### src/rtl/salru_pkg.sv
`timescale 1ns / 1ps
// ----------------------------------------------------------------------------
// salru_pkg: shared types and constants of the LRU cache tag tracker.
// Holds payload structs, access and outcome codes, register indexes.
// ----------------------------------------------------------------------------
package salru_pkg;

  localparam int ADDR_W  = 64;
  localparam int CNT_W   = 32;
  localparam int CFG_IDX_W = 2;
  localparam int CFG_DAT_W = 8;

  typedef enum logic [1:0] {
    MODE_LOAD   = 2'd0,
    MODE_STORE  = 2'd1,
    MODE_MODIFY = 2'd2,
    MODE_INSTR  = 2'd3
  } mode_t;

  typedef enum logic [1:0] {
    OUT_HIT    = 2'd0,
    OUT_FILL   = 2'd1,
    OUT_EVICT  = 2'd2,
    OUT_IGNORE = 2'd3
  } outcome_t;

  typedef enum logic [1:0] {
    REG_SET_BITS    = 2'd0,
    REG_WAYS_USED   = 2'd1,
    REG_OFFSET_BITS = 2'd2
  } reg_idx_t;

  typedef enum logic [1:0] {
    BK_IDLE,
    BK_READ,
    BK_DECIDE,
    BK_CLEAR
  } bk_state_t;

  typedef struct packed {
    logic [1:0]        mode;
    logic [ADDR_W-1:0] address;
  } in_item_t;

  typedef struct packed {
    logic [1:0]       outcome;
    logic             extra_hit;
    logic [CNT_W-1:0] hit_total;
    logic [CNT_W-1:0] miss_total;
    logic [CNT_W-1:0] eviction_total;
  } out_item_t;

  // Classified access as handed from front to back.
  typedef struct packed {
    logic              instr;
    logic              modify;
    logic [ADDR_W-1:0] tag;
    logic [11:0]       set;
  } acc_t;

  function automatic logic [CNT_W-1:0] sat_inc(input logic [CNT_W-1:0] v);
    sat_inc = (v == {CNT_W{1'b1}}) ? v : v + 1'b1;
  endfunction

endpackage

### src/rtl/salru_front.sv
`timescale 1ns / 1ps
// ----------------------------------------------------------------------------
// salru_front: access classifier.
// Splits the address into tag and set and registers the classified access.
// ----------------------------------------------------------------------------
module salru_front import salru_pkg::*; #(
  parameter int SET_W = 6
) (
  input  logic       clk,
  input  logic       rst_n,
  input  logic       take,
  input  in_item_t   item,
  input  logic [2:0] set_bits,
  input  logic [5:0] offset_bits,
  output logic       acc_valid,
  output acc_t       acc,
  input  logic       acc_pop
);

  logic       acc_valid_r, acc_valid_nxt;
  acc_t       acc_r, acc_nxt;
  logic [3:0] sb;
  logic [6:0] tshift;
  logic [ADDR_W-1:0] shifted;

  // Clamp the set width and form tag and set index.
  always_comb begin
    sb = (32'(set_bits) > SET_W) ? 4'(SET_W) : {1'b0, set_bits};
    tshift = 7'(offset_bits) + 7'(sb);
    shifted = item.address >> offset_bits;
    acc_nxt.instr  = (item.mode == MODE_INSTR);
    acc_nxt.modify = (item.mode == MODE_MODIFY);
    acc_nxt.tag    = (tshift >= 7'd64) ? '0 : (item.address >> tshift);
    acc_nxt.set    = 12'(shifted[11:0] & ((12'd1 << sb) - 12'd1));
  end

  // One-entry queue toward the back part.
  always_comb begin
    acc_valid_nxt = acc_valid_r;
    if (acc_pop) acc_valid_nxt = 1'b0;
    if (take)    acc_valid_nxt = 1'b1;
  end

  always_ff @(posedge clk) begin
    if (!rst_n) begin
      acc_valid_r <= 1'b0;
    end else begin
      acc_valid_r <= acc_valid_nxt;
    end
    if (take) begin
      acc_r <= acc_nxt;
    end
  end

  assign acc_valid = acc_valid_r;
  assign acc       = acc_r;

endmodule

### config.mk
export PLATFORM = sky130hd
export DESIGN_NAME = salru_front
export DESIGN_NICKNAME = d
export VERILOG_FILES = /design/src/rtl/salru_pkg.sv /design/src/rtl/salru_front.sv
export SDC_FILE = /design/constraint.sdc
export NUM_CORES = 1
export LEC_CHECK = 0
export ABC_AREA = 1
export CAP_MARGIN = 20
export CORE_ASPECT_RATIO = 0.8
export CORE_MARGIN = 2
export CORE_UTILIZATION = 35
export CTS_BUF_LIST = sky130_fd_sc_hd__clkbuf_4 sky130_fd_sc_hd__clkbuf_8
export DETAILED_ROUTE_END_ITERATION = 10
export DONT_BUFFER_PORTS = 1
export GPL_TIMING_DRIVEN = 0
export PLACE_DENSITY_LB_ADDON = 0.25
export SLEW_MARGIN = 30
export SYNTH_ARGS = -nofsm -noshare
export SYNTH_HDL_FRONTEND = slang
export SYNTH_SLANG_ARGS = --single-unit
### constraint.sdc
create_clock -name clk -period 6.8 [get_ports clk]
set_clock_uncertainty 0.05 [all_clocks]
set_input_delay 1.36 -clock clk [delete_from_list [all_inputs] [get_ports clk]]
set_output_delay 1.36 -clock clk [all_outputs]
set_load 0.005 [all_outputs]
# Word-level counts from Yosys, hierarchy flattened
# Cells that the tools add are included.
# op_classes
magnitude_cmp,2
n_reduce_logical,1
mux,3
n_eq_ne,2
addsub,2
shift,3
bitwise_logic,1
# ops
op,n
64-bit by 6-bit right shift with 12-bit output,1
64-bit by 7-bit right shift with 64-bit output,1
12-bit AND,1
1-bit by 3-bit left shift with 12-bit output (first input constant),1
12-bit by 1-bit subtractor with 12-bit output (second input constant),1
6-bit by 3-bit adder with 7-bit output,1
7-bit greater-or-equal comparator (second input constant),1
2-bit == test (second input constant),2
3-bit > comparator (second input constant),1
3-bit 2-to-1 mux,1
1-bit 2-to-1 mux,2
2-bit nonzero test,1
# totals
output_inout_bits,79
ff_bits,79
word_cells,19

# Depth between registers and ports, before layout
# Gate-level depths: netlist of the first run.
# logic_depth
ltp_word,5
ltp_mapped,15
depth_no_buf,13

# Worst setup path before layout of the first run
# OpenSTA, ideal clock, no wires.
# synth_timing
kind,input to register
start,input port set_bits[0]
end,"register acc_r, in the netlist acc[18], data pin"
slack_ns,3.291
stages,13
setup_ns,0.253
arrival_ns,3.206
path_cell_list,inv_1 > a21oi_1 > ha_1 > fa_1 > buf_2 > buf_1 > o211ai_1 > nand3_1 > nand2_1 > nand2_1 > nand3_1 > nand3_1 > nand2_1
# synth_between
elab_chain_len,4
word_cells_on_any_way,5
cone_classes,add/sub (1); order compare (2); shift (1); mux (1)
# synth_lines
element,line_no,text
"start, declared",salru_front.sv:13,"input logic [2:0] set_bits,"
3-bit > comparator,salru_front.sv:28,"sb = (32'(set_bits) > SET_W) ? 4'(SET_W) : {1'b0, set_bits};"
3-bit 2-to-1 mux *,salru_front.sv:28,
6-bit by 3-bit adder with 7-bit output *,salru_front.sv:29,tshift = 7'(offset_bits) + 7'(sb);
64-bit by 7-bit right shift with 64-bit output or 7-bit greater-or-equal comparator (tied branches),salru_front.sv:33,acc_nxt.tag = (tshift >= 7'd64) ? '0 : (item.address >> tshift);
"end signal, assigned",salru_front.sv:51,acc_r <= acc_nxt;
"end, declared",salru_front.sv:21,"acc_t acc_r, acc_nxt;"
# Mark *: on every way between the ends. The rest lies on a longest branch, timed or not.
# A chain may end at the register's enable or synchronous reset.

# Worst setup path in the final report of the first run
# layout_timing
start,input port set_bits[0]
end,"register acc_r, in the netlist acc[23], data pin"
# The elaborated chain is that of the path after synthesis.

==> out/metrics.yaml, run 1 <==
setup_viol_count_final: 0
route.detailed.drc: 0
layout.cells.most_common_list: "nand2_1 (654), nand3_1 (513), edfxtp_1 (78)"
clock_tree.root_cell: "clkbuf_8"
critical_path_start_end_classification: "input port to flop"
grt_max_degree: 80
drt_iter0_markers: 1751
clock_sinks: 79
n_fill_cell: 2919
total_leakage_power_uw: 0.004575
mostFrequentLayoutCell: "nand2_1"
proportion_of_netlist_area_held_by_the_largest_area_contributor: 0.2852
unrepaired_setup_endpoints_after_global_routing: "false"
cts-hold-fix-buffers: 0
wirelength_um: 45990
post-route-period-util: 0.6174
route.detailed.vias_per_inst: 6.110
detail_route.wl_per_cell_um: 23.88
layout.cell_area.non_filler_um2: 9643
timing_hold_violations_final: 0
netlist_top_cells_area: "nand3_1 (29%), nand2_1 (27%), edfxtp_1 (26%)"
tritoncts: "done"
timing.reg2reg.setup_slack_ns: 6.08
first_global_vias: 10490
core_area_um2: 25310
synth_top_flop_cell: "edfxtp_1"
critical_path_peak_fanout: 10
start_kind: "input port"
routed-via-count: 11770
highest_ir_drop_seen_on_vdd_mv: 0.09616
dr.pass1.iters: 8
cts-root-to-sink-buffers: 2
gp_routability_congestion: 1.049
hold_path.class: "flop to flop"
globalRouteTotalUtil: 0.3370
synth_enable_flop_cells: 78
ys_async_sr_fraction: 0
synth_seq_cells: 79
floorplan.die.width_um: 183.3
placement.io_buffers: 0
syn_avg_cell_area_um2: 5.702
h-tree-depth: 3
clock.fmax_mhz: 238.2
synth_seq_area_share: 0.2624
synth.largest_area_cell: "nand3_1"
clkLatencyLatePin_ns: 0.40
dieHeight_um: 147.5
finish.net_count: 1678
fin_crit_ns: 4.198
post_dp_cell_area_um2: 9428
initial_core_util: 0.3557
cts_repair_resize_count: 0
detailed_place_hpwl_um: 36910
slew_headroom: 0.4086
grt_first_pass_wirelength_um: 67080
die-area_um2: 27030
post_cts_setup_buffer_count: 0
antenna_found_initial: 5
numCtsBuffers: 9
power_density_nw_per_um2: 232.0
maxCapViolations: 0
area_growth_syn_to_layout_pct: 7.101
clk_transition_reported_paths_ns: 0.13
worst_ep_arrival_time_ns: 4.26
num_rows: 52
worst_ep_required_time_ns: 6.86
status: "complete, no violations"
max_slew.worst_pin.slew_ns: 0.8839
end_kind: "flop"
ys_warn_count: 0
netlist_instances: 1579
synth_cell_type_count: 29
gr-total-overflow: 0
post_synth_instance_area_um2: 9004
ioPinCount: 158
final_antenna_net_count: 0
ratio_of_cells_with_drive_above_1_in_the_final_layout: 0.04563
tns_ns: 0
final_max_slew_viol_count: 0
-- cell families (layout without fill, tap and decap cells) --
group | count (synthesis) | after routing | synth area share
AO/OA/AOI/OAI | 68 | 68 | 0.05058
XOR/XNOR | 2 | 2 | 0.002780
AND/OR/NAND/NOR | 1260 | 1260 | 0.6020
other | 1 | 8 | 0.0004165
adder cells (fa/ha/maj) | 4 | 4 | 0.006393
buffers and inverters | 165 | 181 | 0.07546
flip-flops | 79 | 79 | 0.2624
-- registers in the layout, summed over array words and instances (netlist names) --
name	flops
acc	78
acc_valid	1
-- worst max-delay path, stage by stage --
cell	delay (ns)
inv_1	0.08
a21oi_1	0.05
ha_1	0.21
fa_1	0.57
buf_2	0.26
buf_1	0.52
nand3_1	0.28
nand3_1	0.18
nand2_1	0.13
nand2_1	0.11
nand3_1	0.11
nand3_1	0.26
nand2_1	0.14
-- synthesized netlist by cell type (all sizes together) (3+ instances only) --
| library cell | count |
|---|---|
| buf | 67 |
| nor3 | 9 |
| ha | 3 |
| o21ai | 6 |
| nand3 | 513 |
| nor2 | 72 |
| o211ai | 42 |
| nand2 | 656 |
| a21oi | 17 |
| inv | 49 |
| nand4 | 9 |
| clkbuf | 48 |
| edfxtp | 78 |
-- power breakdown --
part,switching (uW),internal (uW)
Clock,231,178
Sequential,35.4,627
Combinational,857,309
-- layer usage --
metal	GRT usage	vias up	wire, um
li1	-	5374	-
met5	0	-	9
met3	0.09337	61	6616
met4	0.06280	2	671
met2	0.4655	842	18140
met1	0.5190	5489	20560
-- final cells by class --
class                      count  area, um^2  area share
sequential                    79        2362      0.2450
inverter                      50       187.7     0.01946
clock inverter                 7       86.33    0.008953
antenna                        2       5.005   0.0005190
buffer                       115       491.7     0.05099
clock buffer                   9       123.9     0.01285
multi-input combinational   1340        5981      0.6202
tap                          324       405.4     0.04204
-- worst paths after layout --
path / start / endpoint / cells after the start
hold / removal: acc_valid$_SDFFE_PN0P_ / acc_valid$_SDFFE_PN0P_ / 3
hold reg to reg: acc_valid$_SDFFE_PN0P_ / acc_valid$_SDFFE_PN0P_ / 3
setup / recovery: set_bits[0] / acc[23]$_SDFFCE_PP0P_ / 13
setup reg to reg: acc_valid$_SDFFE_PN0P_ / acc_valid$_SDFFE_PN0P_ / 3
-- stage by stage --
stage	hold WS, ns	utilization	worst slack, ns	std cells	power [uW]
CTS	0.5690	0.3808	2.881	1924	2200
floorplan	0.5100	-	3.291	1584	1412
detailed placement	0.5511	0.3725	2.478	1908	1788
finish	0.5626	0.3810	2.602	1926	2238
global placement	0.5309	0.3725	2.440	1908	1788
global route	0.6055	0.3809	2.601	1925	2362
Power figures use the tool's default switching activity.
==> run 2: changes to the inputs <==
ABC_AREA = 0   (was 1)
clock period = 3.73 ns   (was 6.8 ns; I/O delays follow)
==> out/metrics.yaml, run 2 <==
worstReg2RegEnd: "acc_valid$_SDFFE_PN0P_"  # unchanged
worst_ep_arrival_time_ns: 3.78  # was 4.26 ns
synth_enable_flop_cells: 78  # unchanged
area_growth_syn_to_layout_pct: 12.56  # was 7.101%
globalRouteTotalUtil: 0.2670  # was 0.3370
post_synth_instance_area_um2: 8720  # was 9004 um^2
clock_sinks: 79  # unchanged
clock_tree.root_cell: "clkbuf_8"  # unchanged
cts-root-to-sink-buffers: 2  # unchanged
fin_crit_ns: 3.713
slew_headroom: 0.4474  # was 0.4086
final_antenna_net_count: 0  # unchanged
gr-total-overflow: 0  # unchanged
r2r_start: "acc_valid$_SDFFE_PN0P_"  # unchanged
synth_cell_type_count: 64  # was 29
route.detailed.vias_per_inst: 6.439  # was 6.110
synth.cells.most_frequent: "mux2i_1 (235), nand2_1 (136), edfxtp_1 (78), nor2_1 (70), buf_2 (37)"  # was nand2_1 (654), nand3_1 (513), edfxtp_1 (78), nor2_1 (71), clkbuf_1 (48)
layout.cells.non_filler: 1278  # was 1926
gp_routability_congestion: 0.9906  # was 1.049
clock.fmax_mhz: 269.3
die-area_um2: 26200  # was 27030 um^2
clk_transition_reported_paths_ns: 0.10  # was 0.13 ns
max_ffs_per_register: 78  # unchanged
antenna_found_initial: 0  # was 5
critical_path.startpoint: "set_bits[2]"  # was set_bits[0]
synth_seq_area_share: 0.2709  # was 0.2624
worstRegToRegCells: 2  # was 3
finish.net_count: 1037  # was 1678
netlist_instances: 923  # was 1579
first_global_vias: 7845  # was 10490
timing_hold_violations_final: 0  # unchanged
numCtsBuffers: 9  # unchanged
route.detailed.drc: 0  # unchanged
cpMaxStageDelayCell: "fa_2"  # was fa_1
unrepaired_setup_endpoints_after_global_routing: "true"  # was false
maxCapViolations: 0  # unchanged
synth_top_flop_cell: "edfxtp_1"  # unchanged
num_rows: 51  # was 52
layout.cell_area.non_filler_um2: 9814  # was 9643 um^2
mostFrequentLayoutCell: "mux2i_1"  # was nand2_1
grt_first_pass_wirelength_um: 52630  # was 67080 um
ratio_of_cells_with_drive_above_1_in_the_final_layout: 0.2148  # was 0.04563
dr.pass1.iters: 5  # was 8
total_leakage_power_uw: 0.003845  # was 0.004575 uW
power_density_nw_per_um2: 423.2  # was 232.0 nW/um^2
ioPinCount: 158  # unchanged
wirelength_um: 35950  # was 45990 um
worst_setup_path_endpoint: "acc[16]$_SDFFCE_PP0P_"  # was acc[23]$_SDFFCE_PP0P_
post_dp_cell_area_um2: 9136  # was 9428 um^2
tritoncts: "done"  # unchanged
critical_path_cell_count: 12  # was 13
worst_path_dominant_cell_family: "adder cells"  # was simple AND/OR/NAND/NOR gates
ys_async_sr_fraction: 0  # unchanged
detailed_place_hpwl_um: 28230  # was 36910 um
cts-hold-fix-buffers: 0  # unchanged
syn_avg_cell_area_um2: 9.447  # was 5.702 um^2
critical_path_start_end_classification: "input port to flop"  # unchanged
routed-via-count: 8229  # was 11770
cell_by_cell_listing_of_the_critical_path: "clkbuf_4, a21boi_0, ha_1, fa_2, buf_8, mux2i_2, mux2i_1, mux2_2, and3_1, a211oi_2, buf_4, o221ai_1"  # was inv_1, a21oi_1, ha_1, fa_1, buf_2, buf_1, nand3_1, nand3_1, nand2_1, nand2_1, nand3_1, nand3_1, nand2_1
synth.largest_area_cell: "mux2i_1"  # was nand3_1
post-route-period-util: 0.9954
netlist_top_cells_area: "mux2i_1 (27%), edfxtp_1 (27%), mux4_2 (8.3%)"  # was nand3_1 (29%), nand2_1 (27%), edfxtp_1 (26%)
path_buf_inv: 3  # unchanged
detail_route.wl_per_cell_um: 28.13  # was 23.88 um
critical_path_peak_fanout: 10  # unchanged
initial_core_util: 0.3577  # was 0.3557
ys_warn_count: 0  # unchanged
floorplan.die.width_um: 180.5  # was 183.3 um
h-tree-depth: 3  # unchanged
grt_max_degree: 80  # unchanged
clkLatencyLatePin_ns: 0.38  # was 0.40 ns
max_slew.worst_pin.slew_ns: 0.8186  # was 0.8839 ns
post-place-cells: 1246  # was 1908
start_kind: "input port"  # unchanged
placement.io_buffers: 0  # unchanged
final_max_slew_viol_count: 0  # unchanged
layout.cells.most_common_list: "mux2i_1 (196), nand2_1 (136), edfxtp_1 (78)"  # was nand2_1 (654), nand3_1 (513), edfxtp_1 (78)
setup_viol_count_final: 0  # unchanged
worst_ep_required_time_ns: 3.79  # was 6.86 ns
highest_ir_drop_seen_on_vdd_mv: 0.2047  # was 0.09616 mV
synth.most_common_cell: "mux2i_1"  # was nand2_1
hold_path.class: "input port to flop"  # was flop to flop
timing.reg2reg.setup_slack_ns: 2.98  # was 6.08 ns
status: "complete, no violations"  # unchanged
critical-path-max-stage-delay_ns: 0.71  # was 0.57 ns
drt_iter0_markers: 1231  # was 1751
synth_seq_cells: 79  # unchanged
core_area_um2: 24380  # was 25310 um^2
dieHeight_um: 145.2  # was 147.5 um
end_kind: "flop"  # unchanged
proportion_of_netlist_area_held_by_the_largest_area_contributor: 0.2698  # was 0.2852
-- run 2: cell types whose count changed after synthesis, moves of 22 or more --
cell      change
clkbuf_1     -22
mux4_2       +32
o221ai_1     +24
nand2_1     -518
nand3_1     -496
inv_1        -38
mux2_2       +27
mux2i_1     +235
-- run 2: cell type report --
class / count / area (um^2)
tap: 318 / 397.9
clock inverter: 7 / 90.09
inverter: 7 / 26.28
antenna: 1 / 2.502
timing repair buffer: 16 / 120.1
fill: 2459 / 14560
sequential: 79 / 2362
multi-input combinational: 757 / 6196
buffer: 84 / 495.5
clock buffer: 9 / 123.9
-- run 2: how the worst min path moves through the flow --
stage | from | end | cells past startpoint
6_report | rst_n | acc_valid$_SDFFE_PN0P_ | 1
5_1_grt | take | acc[8]$_DFFE_PP_ | 0
4_1_cts | take | acc[11]$_DFFE_PP_ | 0
3_5_place_dp | acc_valid$_SDFFE_PN0P_ | acc_valid$_SDFFE_PN0P_ | 2
3_3_place_gp | acc_valid$_SDFFE_PN0P_ | acc_valid$_SDFFE_PN0P_ | 2
2_1_floorplan | acc_valid$_SDFFE_PN0P_ | acc_valid$_SDFFE_PN0P_ | 2
-- run 2: what timing repair did --
item	CTS	global route
resized for setup	29	57
setup endpoints to repair	49	39
setup buffers	4	12
pin swaps	4	3
endpoints found under the hold margin	0	0
-- run 2: stage by stage --
stage               total power [uW]  setup WS [ns]  setup TNS [ns]    util  hold slack, ns
global placement                3129         -1.122          -37.31  0.3748          0.5397
global route                    4326       -0.04708         -0.1708  0.4025          0.3899
CTS                             3947     -0.0006994      -0.0009384  0.3891          0.3980
floorplan                       2576        0.03330               0       -          0.5180
finish                          4154        0.01726               0  0.4026          0.4182
detailed placement              3125         -1.132          -37.84  0.3748          0.5379
-- run 2: cells by family after synthesis --
group,count (synthesis),share of synthesized area
flops,79,0.2709
xor+xnor,6,0.008610
compound gates,169,0.1365
mux,295,0.3886
simple gates,277,0.1362
other cells,1,0.0004301
buf+inv,92,0.05223
fa+ha+maj,4,0.006601
-- run 2: power breakdown --
group	switching [uW]	total (uW)	internal, uW
Clock	412	737	325
Combinational	1330	2190	864
Sequential	68.9	1230	1160
Total	1810	4150	2350
-- run 2: per-layer routing --
| metal | wire, um | GRT usage |
|---|---|---|
| met3 | 5406 | 0.1114 |
| met1 | 15520 | 0.3899 |
| met4 | 536 | 0.05605 |
| met5 | 0 | 0 |
| met2 | 14490 | 0.3634 |
